--- src/hw/rtl/risc_instruction_execute_assert.svh ---
// Assertion macros used by the execute unit RTL.
// Expects a clock named aclk and an active-low reset named aresetn in scope.
`ifndef RISC_INSTRUCTION_EXECUTE_ASSERT_SVH
`define RISC_INSTRUCTION_EXECUTE_ASSERT_SVH

// same-cycle implication
`define RIE_ASSERT_IMP(name, ante, cons, msg) \
    name: assert property (@(posedge aclk) disable iff (!aresetn) (ante) |-> (cons)) \
        else $error(msg);

// next-cycle implication
`define RIE_ASSERT_NXT(name, ante, cons, msg) \
    name: assert property (@(posedge aclk) disable iff (!aresetn) (ante) |=> (cons)) \
        else $error(msg);

`endif

--- src/hw/rtl/rie_pkg.sv ---
// Types, constants and helpers for the RISC instruction execute unit.
// No dependencies; imported by every module of the block.
package rie_pkg;

    localparam int DATA_W           = 32;
    localparam int WORD_W           = 20;
    localparam int PC_W             = 12;
    localparam int REG_COUNT        = 16;
    localparam int REG_AW           = $clog2(REG_COUNT);
    localparam int MEM_DEPTH        = 4096;
    localparam int MEM_AW           = $clog2(MEM_DEPTH);
    localparam int IO_COUNT         = 32;
    localparam int IO_AW            = $clog2(IO_COUNT);
    localparam int IRQ_RETURN_INDEX = 7;
    localparam int IRQ_SLOT         = IRQ_RETURN_INDEX % IO_COUNT;
    localparam int MEM_ADDR_W       = 12;
    localparam int IO_NUM_W         = 5;

    localparam logic [REG_AW-1:0] REG_ZERO  = REG_AW'(0);
    localparam logic [REG_AW-1:0] REG_IMM   = REG_AW'(1);
    localparam logic [REG_AW-1:0] FIRST_GPR = REG_AW'(2);

    typedef enum logic [4:0] {
        OP_ADD  = 5'd0,
        OP_SUB  = 5'd1,
        OP_MUL  = 5'd2,
        OP_AND  = 5'd3,
        OP_OR   = 5'd4,
        OP_XOR  = 5'd5,
        OP_SLL  = 5'd6,
        OP_SRA  = 5'd7,
        OP_SRL  = 5'd8,
        OP_BEQ  = 5'd9,
        OP_BNE  = 5'd10,
        OP_BLT  = 5'd11,
        OP_BGT  = 5'd12,
        OP_BLE  = 5'd13,
        OP_BGE  = 5'd14,
        OP_JAL  = 5'd15,
        OP_LW   = 5'd16,
        OP_SW   = 5'd17,
        OP_RETI = 5'd18,
        OP_IN   = 5'd19,
        OP_OUT  = 5'd20,
        OP_HALT = 5'd21
    } opcode_t;

    typedef struct packed {
        logic [4:0]              op;
        logic [REG_AW-1:0]       dest_index;
        logic [REG_AW-1:0]       src_a_index;
        logic [REG_AW-1:0]       src_b_index;
        logic signed [WORD_W-1:0] immediate;
        logic                    has_immediate;
    } in_item_t;

    typedef struct packed {
        logic [PC_W-1:0]          next_pc;
        logic                     reg_written;
        logic [REG_AW-1:0]        reg_number;
        logic signed [DATA_W-1:0] reg_value;
        logic                     mem_written;
        logic [MEM_ADDR_W-1:0]    mem_address;
        logic                     io_written;
        logic [IO_NUM_W-1:0]      io_number;
        logic signed [DATA_W-1:0] io_value;
        logic                     halted;
        logic                     bad_opcode;
    } out_item_t;

    // side effects of one instruction, beyond what the result beat reports
    typedef struct packed {
        logic              load;
        logic              store;
        logic [MEM_AW-1:0] mem_addr;
        logic [WORD_W-1:0] mem_wdata;
        logic [IO_AW-1:0]  io_idx;
    } exec_ctl_t;

    typedef struct packed {
        logic              we;
        logic              re;
        logic [MEM_AW-1:0] addr;
        logic [WORD_W-1:0] wdata;
    } dmem_req_t;

    typedef struct packed {
        logic              en;
        logic [REG_AW-1:0] num;
        logic [DATA_W-1:0] data;
    } rf_wr_t;

    function automatic logic [DATA_W-1:0] sext_word(input logic [WORD_W-1:0] w);
        return {{(DATA_W - WORD_W){w[WORD_W-1]}}, w};
    endfunction

endpackage

--- src/hw/rtl/rie_exec.sv ---
// Execute logic for one instruction: ALU, shifts, branches, jal, memory and I/O decode.
// Depends on rie_pkg. Purely combinational; operands arrive already forwarded.
module rie_exec import rie_pkg::*; (
    input  in_item_t                         item,
    input  logic [DATA_W-1:0]                a,
    input  logic [DATA_W-1:0]                b,
    input  logic [DATA_W-1:0]                d,
    input  logic [PC_W-1:0]                  pc,
    input  logic                             halted_in,
    input  logic [IO_COUNT-1:0][DATA_W-1:0]  io_regs,
    output out_item_t                        result,
    output exec_ctl_t                        ctl
);

    logic [DATA_W-1:0] sum;
    logic [DATA_W-1:0] val;
    logic [4:0]        sh;
    logic [PC_W-1:0]   npc_seq;
    logic [PC_W-1:0]   npc;
    logic [IO_AW-1:0]  io_idx;
    logic              wr;
    logic              halt_set;
    logic              bad;

    assign sum     = a + b;
    assign sh      = b[4:0];
    assign io_idx  = sum[IO_AW-1:0];
    assign npc_seq = pc + PC_W'(1) + PC_W'(item.has_immediate);

    always_comb begin
        result   = '0;
        ctl      = '0;
        val      = '0;
        wr       = 1'b0;
        npc      = npc_seq;
        halt_set = 1'b0;
        bad      = 1'b0;

        case (item.op)
            OP_ADD: begin
                val = sum;
                wr  = 1'b1;
            end
            OP_SUB: begin
                val = a - b;
                wr  = 1'b1;
            end
            OP_MUL: begin
                val = a * b;
                wr  = 1'b1;
            end
            OP_AND: begin
                val = a & b;
                wr  = 1'b1;
            end
            OP_OR: begin
                val = a | b;
                wr  = 1'b1;
            end
            OP_XOR: begin
                val = a ^ b;
                wr  = 1'b1;
            end
            OP_SLL: begin
                val = a << sh;
                wr  = 1'b1;
            end
            OP_SRA: begin
                val = $unsigned($signed(a) >>> sh);
                wr  = 1'b1;
            end
            OP_SRL: begin
                val = a >> sh;
                wr  = 1'b1;
            end
            OP_BEQ: begin
                if (a == b) npc = d[PC_W-1:0];
            end
            OP_BNE: begin
                if (a != b) npc = d[PC_W-1:0];
            end
            OP_BLT: begin
                if ($signed(a) < $signed(b)) npc = d[PC_W-1:0];
            end
            OP_BGT: begin
                if ($signed(b) < $signed(a)) npc = d[PC_W-1:0];
            end
            OP_BLE: begin
                if (!($signed(b) < $signed(a))) npc = d[PC_W-1:0];
            end
            OP_BGE: begin
                if (!($signed(a) < $signed(b))) npc = d[PC_W-1:0];
            end
            OP_JAL: begin
                // link gets the advanced pc; target uses rs as read before the write
                val = DATA_W'(npc_seq);
                wr  = 1'b1;
                npc = a[PC_W-1:0];
            end
            OP_LW: begin
                // loaded word is merged in after the memory read
                ctl.load           = 1'b1;
                ctl.mem_addr       = sum[MEM_AW-1:0];
                result.mem_address = MEM_ADDR_W'(sum[MEM_AW-1:0]);
                wr                 = 1'b1;
            end
            OP_SW: begin
                ctl.store          = 1'b1;
                ctl.mem_addr       = sum[MEM_AW-1:0];
                ctl.mem_wdata      = d[WORD_W-1:0];
                result.mem_written = 1'b1;
                result.mem_address = MEM_ADDR_W'(sum[MEM_AW-1:0]);
            end
            OP_RETI: begin
                npc = io_regs[IRQ_SLOT][PC_W-1:0];
            end
            OP_IN: begin
                ctl.io_idx       = io_idx;
                result.io_number = IO_NUM_W'(io_idx);
                result.io_value  = io_regs[io_idx];
                val              = io_regs[io_idx];
                wr               = 1'b1;
            end
            OP_OUT: begin
                ctl.io_idx        = io_idx;
                result.io_number  = IO_NUM_W'(io_idx);
                result.io_value   = d;
                result.io_written = 1'b1;
            end
            OP_HALT: begin
                npc      = pc;
                halt_set = 1'b1;
            end
            default: begin
                npc      = pc;
                halt_set = 1'b1;
                bad      = 1'b1;
            end
        endcase

        result.next_pc = npc;
        if (wr && item.dest_index >= FIRST_GPR) begin
            result.reg_written = 1'b1;
            result.reg_number  = item.dest_index;
            result.reg_value   = ctl.load ? '0 : val;
        end
        result.halted     = halt_set;
        result.bad_opcode = bad;

        // once halted, every beat just reports the held pc
        if (halted_in) begin
            result         = '0;
            ctl            = '0;
            result.next_pc = pc;
            result.halted  = 1'b1;
        end
    end

endmodule

--- config.mk ---
export PLATFORM = sky130hd
export DESIGN_NAME = rie_exec
export DESIGN_NICKNAME = d
export VERILOG_FILES = /design/src/hw/rtl/risc_instruction_execute_assert.svh /design/src/hw/rtl/rie_pkg.sv /design/src/hw/rtl/rie_exec.sv
export SDC_FILE = /design/constraint.sdc
export NUM_CORES = 2
export LEC_CHECK = 0
export ABC_AREA = 1
export ABC_CLOCK_PERIOD_IN_PS = 15600
export BUFFER_PORTS_ARGS = -buffer_cell sky130_fd_sc_hd__buf_2
export CAP_MARGIN = 30
export CORE_AREA = 2 2 516 518
export DETAILED_ROUTE_END_ITERATION = 7
export DIE_AREA = 0 0 518 520
export GPL_TIMING_DRIVEN = 0
export PLACE_DENSITY = 0.3
export SYNTH_ARGS = -nofsm -noshare
export SYNTH_HDL_FRONTEND = slang
export SYNTH_SLANG_ARGS = --single-unit
--- constraint.sdc ---
create_clock -name vclk -period 15.6
set_input_delay 3.9 -clock vclk [all_inputs]
set_output_delay 3.9 -clock vclk [all_outputs]
set_load 0.02 [all_outputs]
# ---- Yosys cells after proc, flatten, opt, wreduce, memory -nomap -nowiden
# Index checks and enable logic that the tools add are counted.
dict set report word_totals {
  ff_bits 0
  input_bits 1171
  word_cells 70
}
dict set report op_classes {
  add_sub_neg 4
  multipliers 1
  order_cmp 4
  eq_ne 23
  shift 3
  muxes 24
  n_bitwise 3
  n_reduce_logical 8
}
# cell count
set ops {}
lappend ops {{one-hot mux 32 bit (11 select lines)} 1}
lappend ops {{binary-select mux 32 bit (select 5 bit)} 1}
lappend ops {{one-hot mux 12 bit (9 select lines)} 1}
lappend ops {{two-way mux 102 bit} 1}
lappend ops {{two-way mux 12 bit} 7}
lappend ops {{one-hot mux 37 bit (2 select lines)} 1}
lappend ops {{< comparator 32 bit} 2}
lappend ops {{two-way mux 32 bit} 2}
lappend ops {{equality test 5 x 4 -> 1 bit, second input constant} 8}
lappend ops {{two-way mux 39 bit} 1}
lappend ops {{two-way mux 37 bit} 1}
lappend ops {{adder 32 bit} 1}
lappend ops {{AND 32 bit} 1}
lappend ops {{equality test 32 bit} 1}
lappend ops {{multiplier 32 x 32 -> 32 bit} 1}
lappend ops {{!= test 32 bit} 1}
lappend ops {{bitwise OR 32 bit} 1}
lappend ops {{left shift 32 x 5 -> 32 bit} 1}
lappend ops {{right shift 32 x 5 -> 32 bit} 1}
lappend ops {{>>> shifter 32 x 5 -> 32 bit} 1}
lappend ops {{subtractor 32 bit} 1}
lappend ops {{bitwise XOR 32 bit} 1}
lappend ops {{equality test 5 bit, second input constant} 6}
lappend ops {{OR reduction 22 bit} 1}
lappend ops {{other kinds (16)} 26}

# ---- Longest topological paths before layout
dict set report logic_depth {
  word_depth 7
  ltp_mapped 36
  mapped_depth_nobuf 33
}

# ---- Worst setup path after synthesis
# Ideal clock, no wire load.
dict set report synth_timing {
  path_type {input port to output port}
  start {input b[2]}
  end {output result[81] in the netlist's numbering}
  arrival_time_ns 10.859
  required_time_ns 11.700
  setup_slack_ns 0.841
  cell_stages 29
  path_buffers 5
  path_cell_list {clkbuf_1 buf_2 clkbuf_1 buf_2 buf_1 nand2_1 fa_1 inv_1 fa_1 inv_1 fa_1 fa_1 inv_1 fa_1 fa_1 fa_1 fa_1 ha_1 a21o_1 nor2_1 a21boi_0 nand3_1 a21oi_1 inv_1 nand2_1 nand3_1 nand3_1 nor2_1 nor2_1}
}
# element line
set synth_lines {}
lappend synth_lines {{start, declared} rie_exec.sv:6} ;# input logic [DATA_W-1:0] b,
lappend synth_lines {{end, declared} rie_exec.sv:11} ;# output out_item_t result,

==> results.json <==
{
  "status": "finished, final reports clean",
  "first_global_vias": 55783,
  "seq_area_frac_synth_pct": 0,
  "dpl.hpwl_um": 467000,
  "multi_input_area_mm2": 0.0323,
  "design_area_mm2": 0.0524,
  "synthCells": 6634,
  "cpMostUsedCell": "fa_1",
  "wirelength_um": 520000,
  "relSlewSlack_pct": 18.0,
  "synth.distinct_cells": 65,
  "firstDrtPassIters": 6,
  "synth_mux_area_share_pct": 0.369,
  "yosysWarnings": 0,
  "rows": 189,
  "antenna_found_initial": 307,
  "endpoint_kind": "primary output",
  "start_util_pct": 14.4,
  "synth_compound_area_share_pct": 22.8,
  "cp_data_required_time_ns": 11.70,
  "holdBufCountCts": 0,
  "syn2layout_area_growth_pct": 37.9,
  "seq_cells": 0,
  "seqCellArea_um2": 0,
  "crit_path_top_delay_cell": "fa_1",
  "wl_per_cell_um": 44.1,
  "avgSynthCellArea_um2": 5.73,
  "netlist_area_mm2": 0.0380,
  "placed_cell_area_mm2": 0.0513,
  "synthSimpleGateAreaFrac_pct": 30.4,
  "synth_area_leader_cell": "fa_1",
  "grt_start_max_net_pins": 29,
  "die_h_um": 520,
  "finalCritPeriodShare_pct": 99.2,
  "max_freq_mhz": 64.6,
  "nets": 9901,
  "path_max_fanout": 10,
  "synth_top_cell_area_share_pct": 21.6,
  "grt_remaining_overflow": 0,
  "hold_path.class": "primary input to primary output",
  "arrival_ns": 11.58,
  "synth_nets": 8468,
  "synthAdderAreaFrac_pct": 29.9,
  "grt_use_total_pct": 37.0,
  "period_needed_ns": 15.48,
  "setup_viol": 0,
  "synth_top_family_by_area": "simple AND/OR/NAND/NOR gates",
  "die_w_um": 518,
  "place_congestion": 1.02,
  "drive_gt1_share_pct": 23.3,
  "synth_area_leaders": "fa_1, nand2_1, inv_1",
  "synth-xor-area-share_pct": 0.777,
  "hold_viol": 0,
  "worst_pin_slew_ns": 1.23,
  "path_buf_inv": 10,
  "clkbuf_count": 0,
  "core-area_mm2": 0.264,
  "crit_family": "adder cells",
  "dieArea_mm2": 0.269,
  "drv_slew": 0,
  "cp-start-kind": "primary input",
  "nFillCells": 31447,
  "crit_type": "primary input to primary output",
  "drc": 0,
  "cap_violations": 0,
  "grt_pass1_wl_um": 643000,
  "numPortBuffers": 1283,
  "via_per_inst": 4.97,
  "num_io_pins": 1312,
  "cp_slowest_stage_delay_ns": 0.60,
  "postRouteAntennaNets": 0,
  "vias": 58574,
  "first_iter_violations": 7652
}
cell usage after synthesis, types with 6 or more instances:
cell and number:
mux2i_1 14, inv_2 34, nor3_1 28, buf_1 45
a22oi_1 8, nand3_2 7, o21bai_1 14, a21o_1 11
o211ai_1 41, inv_1 1037, buf_4 18, nand3b_1 7
a211oi_1 7, nand2_1 1514, ha_1 253, xnor2_1 6
nand3_1 333, a21oi_1 297, fa_1 410, nand2_2 9
o22ai_1 282, buf_2 114, clkbuf_1 276, nor2_4 6
o21ai_1 30, or2_2 18, a31oi_1 17, o221ai_1 14
nor4_1 8, xor2_1 24, nand4_1 30, o21ai_0 769
o2111ai_1 15, o21a_1 8, and3_1 7, nor2_2 19
nor2_1 840
area by class of cell:
cell class,instances,area share [%]
antenna,179,0.855
buffer,426,4.17
inverter,1073,7.69
multi-input combinational,5104,61.7
tap,3533,8.44
timing repair buffer,1462,17.1
cell families (layout without fill, tap and decap cells):
kind of cell / Yosys count / after routing
AOI/OAI and AO/OA: 1555 / 1555
xor gates and xnor gates: 32 / 32
buffers and inverters: 1530 / 2961
and+or+nand+nor: 2840 / 2840
muxes: 14 / 14
adders and majority gates: 663 / 663
other: 0 / 179
stage by stage:
step	utilization (%)	setup TNS, ns	setup slack, ns	hold WS (ns)	std cells
after global placement	18.5	-66.70	-3.47	8.13	11450
after floorplan	-	0	0.841	7.88	6634
after CTS	19.6	0	0.00442	8.13	11593
after detailed placement	19.4	-44.13	-2.59	8.13	11619
after global routing	19.8	-0.0142	-0.0142	8.14	11674
final	19.9	0	0.124	8.13	11777
routing by layer:
| metal | vias up | routed length [um] | share of wire (%) | GRT usage [%] |
|---|---|---|---|---|
| met3 | 746 | 48300 | 9.3 | 10.2 |
| met4 | 58 | 28900 | 5.6 | 16.4 |
| met5 | - | 413 | 0.079 | 0 |
| met2 | 3871 | 223000 | 43 | 56.8 |
| met1 | 29665 | 219000 | 42 | 48.1 |
| li1 | 24234 | - | - | - |
cell usage in the layout (no fill, tap or decap), types with 176 or more instances in the layout:
cell type  count
a21oi_1      285
buf_2       1400
clkbuf_1     176
diode_2      179
fa_1         404
ha_1         241
inv_1       1036
nand2_1     1513
nand3_1      327
nor2_1       819
o21ai_0      752
o22ai_1      281
path summary, 6_finish.rpt:
check | start | to | slack [ns] | cells past startpoint
max | a[8] | result[82] | 0.12 | 30
min | item[29] | result[85] | 8.13 | 4
what timing repair did:
item                                    4_1_cts  5_1_grt
endpoints found under the setup margin       26       16
setup buffers                                 0        1
hold endpoints to repair                      0        0
pin swaps                                     8       12
gates cloned                                  0        1
resized for setup                           183       68
